**src/hdl/slh_pkg.sv**
```systemverilog
// Shared types, constants and helpers for the slot latency histogram statistics block.
// No dependencies; every other file of the block imports this package.
package slh_pkg;

  localparam int CNT_W   = 32;
  localparam int SLOT_W  = 64;
  localparam int PCT_W   = 7;
  localparam int FUNC_W  = 2;
  localparam int NUM_PCT = 4;
  localparam int MUL_W   = 7;

  typedef enum logic [FUNC_W-1:0] {
    FN_SEND   = 2'd0,
    FN_RECV   = 2'd1,
    FN_CLEAR  = 2'd2,
    FN_REPORT = 2'd3
  } func_t;

  typedef logic [CNT_W-1:0] cnt_t;
  typedef logic [PCT_W-1:0] pct_t;

  localparam cnt_t CNT_MAX = '1;

  // Percentile points, in percent, in the order of the result fields.
  localparam logic [MUL_W-1:0] PCT_TAB [NUM_PCT] = '{7'd25, 7'd50, 7'd75, 7'd99};

  // Control that travels with one bucket of the report walk.
  typedef struct packed {
    logic vld;
    logic first;
    logic last;
  } walk_ctl_t;

  function automatic cnt_t sat_inc(input cnt_t v);
    return (v == CNT_MAX) ? v : v + CNT_W'(1);
  endfunction

endpackage

```
**src/hdl/slot_latency_histogram_stats.sv**
```systemverilog
// Top level of the slot latency histogram statistics block: command decode, counters,
// histogram read-modify-write and sweeps. Depends on slh_pkg, slh_hist_ram, slh_pct_unit.
//
//   channel   ports                                     transfer
//   input     start, busy, in_func, in_*_slot           start high while busy low
//   result    out_valid, out_*_count, out_pct*_bucket   one cycle per out_valid pulse
//
// Send and any receive that leaves the histogram alone answer in the cycle after
// acceptance without raising busy. A receive that updates the histogram holds busy in
// ST_UPD for the memory read-modify-write and answers in the cycle after. Clear holds busy
// while it zeros one bucket a cycle; a report reads one bucket a cycle, waits in
// ST_DRAIN for the percentile unit and then answers. Reset runs the same clearing sweep
// with busy high. Results cannot be held off by the receiver.
module slot_latency_histogram_stats
  import slh_pkg::*;
#(
  parameter int HIST_DEPTH = 64
) (
  input  logic              clk,
  input  logic              rst_n,
  input  logic              start,
  output logic              busy,
  input  logic [FUNC_W-1:0] in_func,
  input  logic [SLOT_W-1:0] in_current_slot,
  input  logic [SLOT_W-1:0] in_aggregate_slot,
  input  logic [SLOT_W-1:0] in_publish_slot,
  output logic              out_valid,
  output logic [CNT_W-1:0]  out_aggregate_count,
  output logic [CNT_W-1:0]  out_sent_count,
  output logic [CNT_W-1:0]  out_received_count,
  output logic [PCT_W-1:0]  out_pct25_bucket,
  output logic [PCT_W-1:0]  out_pct50_bucket,
  output logic [PCT_W-1:0]  out_pct75_bucket,
  output logic [PCT_W-1:0]  out_pct99_bucket
);

  localparam int IDX_W = $clog2(HIST_DEPTH);
  localparam logic [IDX_W-1:0] IDX_LAST = IDX_W'(HIST_DEPTH - 1);

  typedef enum logic [4:0] {
    ST_IDLE  = 5'b00001,
    ST_UPD   = 5'b00010,
    ST_CLR   = 5'b00100,
    ST_WALK  = 5'b01000,
    ST_DRAIN = 5'b10000
  } state_t;

  state_t            state_r, state_nxt;
  cnt_t              sent_r, sent_nxt;
  cnt_t              recv_r, recv_nxt;
  cnt_t              agg_r, agg_nxt;
  logic [SLOT_W-1:0] last_agg_r, last_agg_nxt;
  logic [SLOT_W-1:0] last_pub_r, last_pub_nxt;
  logic [IDX_W-1:0]  addr_r, addr_nxt;
  logic              clr_rsp_r, clr_rsp_nxt;
  logic              ov_r, ov_nxt;
  cnt_t              o_agg_r, o_sent_r, o_recv_r;
  pct_t              o_pct_r [NUM_PCT];

  walk_ctl_t         wctl_r;
  logic [IDX_W-1:0]  widx_r;

  func_t             func;
  logic [SLOT_W-1:0] dly;
  logic [IDX_W-1:0]  bkt;
  logic              addr_last;
  logic              emit, emit_pct;

  logic              mem_we, mem_re;
  logic [IDX_W-1:0]  mem_waddr, mem_raddr;
  cnt_t              mem_wdata, mem_rdata;
  logic              pct_done;
  logic [NUM_PCT-1:0][PCT_W-1:0] pct_val;

  assign func      = func_t'(in_func);
  assign dly       = (in_current_slot > in_publish_slot) ?
                     in_current_slot - in_publish_slot : '0;
  assign bkt       = (dly < SLOT_W'(HIST_DEPTH)) ? dly[IDX_W-1:0] : IDX_LAST;
  assign addr_last = (addr_r == IDX_LAST);

  always_comb begin
    state_nxt    = state_r;
    sent_nxt     = sent_r;
    recv_nxt     = recv_r;
    agg_nxt      = agg_r;
    last_agg_nxt = last_agg_r;
    last_pub_nxt = last_pub_r;
    addr_nxt     = addr_r;
    clr_rsp_nxt  = clr_rsp_r;
    emit         = 1'b0;
    emit_pct     = 1'b0;
    mem_re       = 1'b0;
    mem_raddr    = addr_r;
    mem_we       = 1'b0;
    mem_wdata    = '0;

    case (state_r)
      ST_IDLE: begin
        if (start) begin
          case (func)
            FN_SEND: begin
              sent_nxt = sat_inc(sent_r);
              emit     = 1'b1;
            end
            FN_RECV: begin
              if (sent_r != '0) begin
                if (in_aggregate_slot != last_agg_r) begin
                  agg_nxt      = sat_inc(agg_r);
                  last_agg_nxt = in_aggregate_slot;
                end
                if (in_publish_slot != last_pub_r) begin
                  recv_nxt     = sat_inc(recv_r);
                  last_pub_nxt = in_publish_slot;
                end
                // The bucket is only touched once a publish slot has been seen.
                if (last_pub_r != '0) begin
                  mem_re    = 1'b1;
                  mem_raddr = bkt;
                  addr_nxt  = bkt;
                  state_nxt = ST_UPD;
                end else begin
                  emit = 1'b1;
                end
              end else begin
                emit = 1'b1;
              end
            end
            FN_CLEAR: begin
              sent_nxt     = '0;
              recv_nxt     = '0;
              agg_nxt      = '0;
              last_agg_nxt = '0;
              last_pub_nxt = '0;
              addr_nxt     = '0;
              clr_rsp_nxt  = 1'b1;
              state_nxt    = ST_CLR;
            end
            FN_REPORT: begin
              addr_nxt  = '0;
              state_nxt = ST_WALK;
            end
            default: begin
              emit = 1'b1;
            end
          endcase
        end
      end
      ST_UPD: begin
        mem_we    = 1'b1;
        mem_wdata = sat_inc(mem_rdata);
        emit      = 1'b1;
        state_nxt = ST_IDLE;
      end
      ST_CLR: begin
        mem_we   = 1'b1;
        addr_nxt = addr_r + IDX_W'(1);
        if (addr_last) begin
          emit        = clr_rsp_r;
          clr_rsp_nxt = 1'b0;
          state_nxt   = ST_IDLE;
        end
      end
      ST_WALK: begin
        mem_re   = 1'b1;
        addr_nxt = addr_r + IDX_W'(1);
        if (addr_last) begin
          state_nxt = ST_DRAIN;
        end
      end
      ST_DRAIN: begin
        if (pct_done) begin
          emit      = 1'b1;
          emit_pct  = 1'b1;
          state_nxt = ST_IDLE;
        end
      end
      default: begin
        state_nxt = ST_IDLE;
      end
    endcase
  end

  assign mem_waddr = addr_r;
  assign ov_nxt    = emit;

  always_ff @(posedge clk) begin
    if (!rst_n) begin
      state_r    <= ST_CLR;
      sent_r     <= '0;
      recv_r     <= '0;
      agg_r      <= '0;
      last_agg_r <= '0;
      last_pub_r <= '0;
      addr_r     <= '0;
      clr_rsp_r  <= 1'b0;
      ov_r       <= 1'b0;
      wctl_r     <= '0;
    end else begin
      state_r    <= state_nxt;
      sent_r     <= sent_nxt;
      recv_r     <= recv_nxt;
      agg_r      <= agg_nxt;
      last_agg_r <= last_agg_nxt;
      last_pub_r <= last_pub_nxt;
      addr_r     <= addr_nxt;
      clr_rsp_r  <= clr_rsp_nxt;
      ov_r       <= ov_nxt;
      wctl_r.vld   <= (state_r == ST_WALK);
      wctl_r.first <= (addr_r == '0);
      wctl_r.last  <= addr_last;
    end
  end

  // Result payload and the bucket index that rides along with the read data.
  always_ff @(posedge clk) begin
    widx_r <= addr_r;
    if (emit) begin
      o_agg_r  <= agg_nxt;
      o_sent_r <= sent_nxt;
      o_recv_r <= recv_nxt;
      for (int j = 0; j < NUM_PCT; j++) begin
        o_pct_r[j] <= emit_pct ? pct_val[j] : '0;
      end
    end
  end

  slh_hist_ram #(
    .DEPTH (HIST_DEPTH)
  ) u_hist_ram (
    .clk   (clk),
    .we    (mem_we),
    .waddr (mem_waddr),
    .wdata (mem_wdata),
    .re    (mem_re),
    .raddr (mem_raddr),
    .rdata (mem_rdata)
  );

  slh_pct_unit #(
    .HIST_DEPTH (HIST_DEPTH)
  ) u_pct_unit (
    .clk       (clk),
    .rst_n     (rst_n),
    .agg_total (agg_r),
    .ctl       (wctl_r),
    .idx       (widx_r),
    .rd_data   (mem_rdata),
    .done      (pct_done),
    .pct       (pct_val)
  );

  assign busy                = (state_r != ST_IDLE);
  assign out_valid           = ov_r;
  assign out_aggregate_count = o_agg_r;
  assign out_sent_count      = o_sent_r;
  assign out_received_count  = o_recv_r;
  assign out_pct25_bucket    = o_pct_r[0];
  assign out_pct50_bucket    = o_pct_r[1];
  assign out_pct75_bucket    = o_pct_r[2];
  assign out_pct99_bucket    = o_pct_r[3];

endmodule

```
**src/hdl/slh_hist_ram.sv**
```systemverilog
// Histogram storage: one write port and one read port, read data registered.
// Depends on slh_pkg for the counter type.
module slh_hist_ram
  import slh_pkg::*;
#(
  parameter int DEPTH = 64,
  localparam int AW = $clog2(DEPTH)
) (
  input  logic          clk,
  input  logic          we,
  input  logic [AW-1:0] waddr,
  input  cnt_t          wdata,
  input  logic          re,
  input  logic [AW-1:0] raddr,
  output cnt_t          rdata
);

  cnt_t mem [DEPTH];
  cnt_t rdata_r;

  always_ff @(posedge clk) begin
    if (we) begin
      mem[waddr] <= wdata;
    end
    if (re) begin
      rdata_r <= mem[raddr];
    end
  end

  assign rdata = rdata_r;

endmodule

```
**src/hdl/slh_pct_unit.sv**
```systemverilog
// Percentile search: accumulates buckets as they stream out of the histogram memory
// and records the first bucket that reaches each percentile. Depends on slh_pkg.
module slh_pct_unit
  import slh_pkg::*;
#(
  parameter int HIST_DEPTH = 64,
  localparam int IDX_W = $clog2(HIST_DEPTH)
) (
  input  logic                          clk,
  input  logic                          rst_n,
  input  cnt_t                          agg_total,
  input  walk_ctl_t                     ctl,
  input  logic [IDX_W-1:0]              idx,
  input  cnt_t                          rd_data,
  output logic                          done,
  output logic [NUM_PCT-1:0][PCT_W-1:0] pct
);

  localparam int   CUM_W  = CNT_W + IDX_W + 1;
  localparam int   SCL_W  = CUM_W + MUL_W;
  localparam pct_t NB_PCT = pct_t'(HIST_DEPTH);

  logic [SCL_W-1:0] thr_r [NUM_PCT];
  walk_ctl_t        ctl1_r, ctl2_r;
  logic [IDX_W-1:0] idx1_r, idx2_r;
  logic [CUM_W-1:0] cum_r;
  logic [SCL_W-1:0] scl_r;
  logic [NUM_PCT-1:0] found_r, found_nxt, hit;
  logic [IDX_W-1:0] q_r [NUM_PCT];
  logic             done_r;

  // The aggregate count does not move while a report runs, so the thresholds
  // are simply refreshed every cycle.
  always_ff @(posedge clk) begin
    for (int j = 0; j < NUM_PCT; j++) begin
      thr_r[j] <= SCL_W'(agg_total) * SCL_W'(PCT_TAB[j]);
    end
  end

  always_comb begin
    for (int j = 0; j < NUM_PCT; j++) begin
      found_nxt[j] = ctl2_r.first ? 1'b0 : found_r[j];
      hit[j]       = !found_nxt[j] && (scl_r >= thr_r[j]);
    end
  end

  always_ff @(posedge clk) begin
    if (!rst_n) begin
      ctl1_r  <= '0;
      ctl2_r  <= '0;
      found_r <= '0;
      done_r  <= 1'b0;
    end else begin
      ctl1_r <= ctl;
      ctl2_r <= ctl1_r;
      done_r <= ctl2_r.vld && ctl2_r.last;
      if (ctl2_r.vld) begin
        found_r <= found_nxt | hit;
      end
    end
  end

  always_ff @(posedge clk) begin
    idx1_r <= idx;
    idx2_r <= idx1_r;
    if (ctl.vld) begin
      cum_r <= (ctl.first ? '0 : cum_r) + CUM_W'(rd_data);
    end
    // Scale by one hundred with shifts: 64 + 32 + 4.
    scl_r <= (SCL_W'(cum_r) << 6) + (SCL_W'(cum_r) << 5) + (SCL_W'(cum_r) << 2);
    for (int j = 0; j < NUM_PCT; j++) begin
      if (ctl2_r.vld && hit[j]) begin
        q_r[j] <= idx2_r;
      end
    end
  end

  always_comb begin
    for (int j = 0; j < NUM_PCT; j++) begin
      pct[j] = found_r[j] ? pct_t'({{PCT_W{1'b0}}, q_r[j]}) : NB_PCT;
    end
  end

  assign done = done_r;

endmodule

```
**config.mk**
```make
export PLATFORM = sky130hd
export DESIGN_NAME = slot_latency_histogram_stats
export DESIGN_NICKNAME = d
export VERILOG_FILES = /design/src/hdl/slh_pkg.sv /design/src/hdl/slot_latency_histogram_stats.sv /design/src/hdl/slh_hist_ram.sv /design/src/hdl/slh_pct_unit.sv
export SDC_FILE = /design/constraint.sdc
export NUM_CORES = 2
export LEC_CHECK = 0
export ABC_AREA = 1
export BUFFER_PORTS_ARGS = -buffer_cell sky130_fd_sc_hd__buf_2
export CAP_MARGIN = 0
export CORE_ASPECT_RATIO = 0.8
export CORE_MARGIN = 10
export CORE_UTILIZATION = 52
export CTS_CLUSTER_DIAMETER = 40
export DETAILED_ROUTE_END_ITERATION = 10
export PLACE_DENSITY = 0.68
export SYNTH_ARGS = -nofsm -noshare
export SYNTH_HDL_FRONTEND = slang
export SYNTH_SLANG_ARGS = --single-unit
```
**constraint.sdc**
```tcl
create_clock -name clk -period 20.5 [get_ports clk]
set_clock_uncertainty 0.1 [all_clocks]
set_input_delay 5.125 -clock clk [delete_from_list [all_inputs] [get_ports clk]]
set_output_delay 5.125 -clock clk [all_outputs]
set_load 0.005 [all_outputs]
```
==> impl_metrics.toml <==
[synth]
synthFlopType = "sky130_fd_sc_hd__edfxtp_1"
post_synth_fa_ha_maj_area_fraction_pct = 7.63
most_instantiated_library_cell_after_synthesis = "sky130_fd_sc_hd__inv_1"
synth_largest_type_area_fraction_pct = 48.8
async_reset_ff_share_pct = 0
synth.distinct_cells = 62
post_synth_most_frequent_cells = "sky130_fd_sc_hd__inv_1 (2469), sky130_fd_sc_hd__nand3_1 (2355), sky130_fd_sc_hd__nand2_1 (2309)"
netlist_top_cells_area = "sky130_fd_sc_hd__edfxtp_1 (49%), sky130_fd_sc_hd__nand3_1 (8.4%), sky130_fd_sc_hd__inv_1 (6.6%)"
synth_area_per_cell_sq_um = 9.62
synth_warnings = 0
synth-compound-area-share_pct = 4.27
netlist.top_cell.by_area = "sky130_fd_sc_hd__edfxtp_1"
post_synth_simple_gate_area_pct = 22.4
synth_sequential_area_ratio_pct = 54.8
synth_top_family_by_area = "simple AND/OR/NAND/NOR gates"
number_of_flops_mapped_to_enable_cells_by_yosys = 2267
ys_ff_latch = 2691
syn-instance-count = 14500
post_synth_xor_area_fraction_pct = 2.01
syn_nets = 15500
synth_mux_area_share_pct = 0
post_syn_area_sq_um = 140000

[layout]
finalNetCount = 15700
syn_to_final_growth_pct = 12.8
layout-drive-gt1-share_pct = 8.35
fillCellCount = 22500
final_util_pct = 58.8
layout.cells.non_filler = 18600

[placed_design]
hpwlAfterDp_um = 258000
dpl.cell_count = 17900
place.gp.congestion = 0.976
buffer_ports.inserted = 322

[clocking]
cts.hold.buffers_added = 0
cts_tree = "yes"
post-cts-setup-buffer-count = 0
cts_repair_resize_count = 0
htreeDepth = 5
clock-root-buffer = "sky130_fd_sc_hd__clkbuf_16"
clockBufferDepth = 4
cts_made_buffers = 355
tritoncts_num_sinks = 2691
cts.clk_slew.worst_paths_ns = 0.06
clkLatencyLatePin_ns = 0.91

[setup_path]
critical_path_required_ns = 21.04
r2r-end = "u_hist_ram.rdata[1]"
critPathArrivalTime_ns = 12.83
timing.reg2reg.worst_path_depth = 22
cpMaxStageDelayCell = "sky130_fd_sc_hd__buf_4"
path_class = "input pin to register"
critPathMaxFanout = 131
start_kind = "input pin"
stage_delay_of_the_slowest_cell_on_the_critical_path_ns = 0.85
cpMostUsedCell = "sky130_fd_sc_hd__nand3_1"
cp-end-kind = "register"
reg2reg_from = "state_r[0]"
critical_path.cell_chain = "buf_2 > inv_1 > nor2_1 > inv_1 > nor2_2 > inv_1 > nor2_4 > inv_1 > nand2_4 > buf_12 > buf_4 > buf_4 > buf_4 > nand3b_1 > nand3_1 > nand3_1 > nand3_1 > nand3_1 > nand3_1 > nand2_1"
r2r_slack_ns = 11.31

[global_route]
grt_first_pass_wirelength_um = 628000
grtUsageTotal_pct = 28.1
grt_ovf = 0
grt_pass1_vias = 99900
largest_net_degree_at_the_start_of_global_routing = 209
initial_antenna_violation_count = 34

[drt]
drt.antenna.violating_nets = 0
met3_length_um = 52700
detail_route.wirelength.met1_um = 179000
detailedRoute.firstPassIterationCount = 7
detailedRoute.firstIterationViolations = 13800
routed_wire_length_per_instance_um = 22.9
via_count = 107000
route.detailed.vias_per_inst = 5.75
routed_wirelength_um = 425000
met2_routed_wirelength_um = 178000
maxUsedRoutingLayer = "met5"
route.detailed.drc = 0

[pwr]
post_layout_power_mw = 16.0
peak_ir_drop_on_the_vdd_network_uv = 86.7
powerDensity_nw_per_um2 = 102
leakagePower_nw = 66.4

[timing]
slew_violations = 0
fin_worst_hold_slack_ns = 0.222
setup_total_negative_slack_ns = 0
worst_margin_slew_ns = 1.22
finalCritPeriodShare_pct = 59.9
relSlewSlack_pct = 18.7
finalWorstPathRequiredPeriod_ns = 12.28
rsz0062_at_grt = "no"
final_setup_violating_endpoints = 0
report.final.hold_viol_count = 0
max_freq_mhz = 81.4

[die]
floorplan.initialDensity_pct = 52.1
floorplan.die_area_sq_um = 290000
die_w_um = 599
pin_count = 323
num_rows = 170
die_h_um = 483
design.core.area_sq_um = 268000

[job]
maxCapViolCount = 0

[hold_path]
holdCritPathClass = "register to register"
hold_path_start = "u_pct_unit.idx1_r[3]"
holdPathStages = 0
hold-path-endpoint = "u_pct_unit.idx2_r[3]"

[run_status]
outcome = "complete, no violations"
==> cells in the final DEF (no fill, tap or decap), types with 173 or more instances in the layout <==
master and instances:
sky130_fd_sc_hd__fa_1 175, sky130_fd_sc_hd__edfxtp_1 2267, sky130_fd_sc_hd__nand2_1 2306, sky130_fd_sc_hd__buf_2 321, sky130_fd_sc_hd__a21oi_1 533, sky130_fd_sc_hd__nand3_1 2355, sky130_fd_sc_hd__o21ai_0 284, sky130_fd_sc_hd__clkbuf_16 361
sky130_fd_sc_hd__ha_1 571, sky130_fd_sc_hd__nor2_1 625, sky130_fd_sc_hd__inv_1 2466, sky130_fd_sc_hd__dfxtp_1 423, sky130_fd_sc_hd__xor2_1 193, sky130_fd_sc_hd__nand3b_1 789, sky130_fd_sc_hd__buf_4 173
==> cell families (layout without fill, tap and decap cells) <==
family                   after synthesis  after routing
XOR/XNOR                             321            321
flip-flops                          2691           2691
buffers and inverters               3151           3647
AND/OR/NAND/NOR                     6538           6538
other                                  0             20
AO/OA/AOI/OAI                       1071           1071
adder cells (fa/ha/maj)              746            746
==> critical path: cells and delay by family <==
kind	cells	cell delay, ns
AND/OR/NAND/NOR	11	3.29
buffers and inverters	9	3.94
==> per-layer routing <==
layer  global-route usage (%)  up-vias
li1                         -    49300
met1                     41.2    50700
met2                     40.8     5744
met3                     6.90      850
met4                     9.64       20
met5                        0        -
==> power by group <==
part | switching, mW | internal, mW | leakage, nW
clock | 2.52 | 3.99 | 6.00
combinational | 2.48 | 0.868 | 39.6
sequential | 0.0707 | 6.10 | 20.7
total | 5.07 | 11.0 | 66.4
==> final cells by class <==
class	count	area (sq um)	area share [%]
clock buffers	387	9150	5.81
well taps	3526	4410	2.80
repair buffers	504	3110	1.97
clock inverters	259	3270	2.08
flip-flops and latches	2691	76600	48.6
multi-input cells	8676	51600	32.7
diodes	20	50.0	0.0318
inverters	2497	9400	5.96
==> state kept, by name, summed over array words and instances (netlist names), 24 cells and up <==
| register | cells |
|---|---|
| last_pub_r | 64 |
| agg_r | 32 |
| u_pct_unit.q_r | 24 |
| sent_r | 32 |
| out_aggregate_count | 32 |
| u_pct_unit.thr_r | 111 |
| o_pct_r | 28 |
| out_received_count | 32 |
| u_hist_ram.rdata | 32 |
| u_hist_ram.mem | 2048 |
| u_pct_unit.cum_r | 39 |
| u_pct_unit.scl_r | 44 |
| last_agg_r | 64 |
| out_sent_count | 32 |
| recv_r | 32 |
==> worst max path at each step <==
| stage | startpoint | endpoint | depth (start not counted) |
|---|---|---|---|
| final | start | u_hist_ram.rdata[1] | 20 |
| after global routing | in_current_slot[0] | u_hist_ram.rdata[10] | 31 |
| after CTS | in_current_slot[0] | u_hist_ram.rdata[10] | 31 |
| after detailed placement | in_current_slot[0] | u_hist_ram.rdata[10] | 31 |
| after global placement | in_current_slot[0] | u_hist_ram.rdata[10] | 31 |
| after floorplan | in_func[0] | o_pct_r[0][0] | 7 |
==> through the flow <==
step	worst slack (ns)	instance area, sq um
final	8.22	158000
after global routing	7.63	157000
after CTS	8.32	157000
after detailed placement	7.35	145000
after global placement	7.46	145000
after floorplan	11.14	140000
Power figures use the tool's default switching activity.
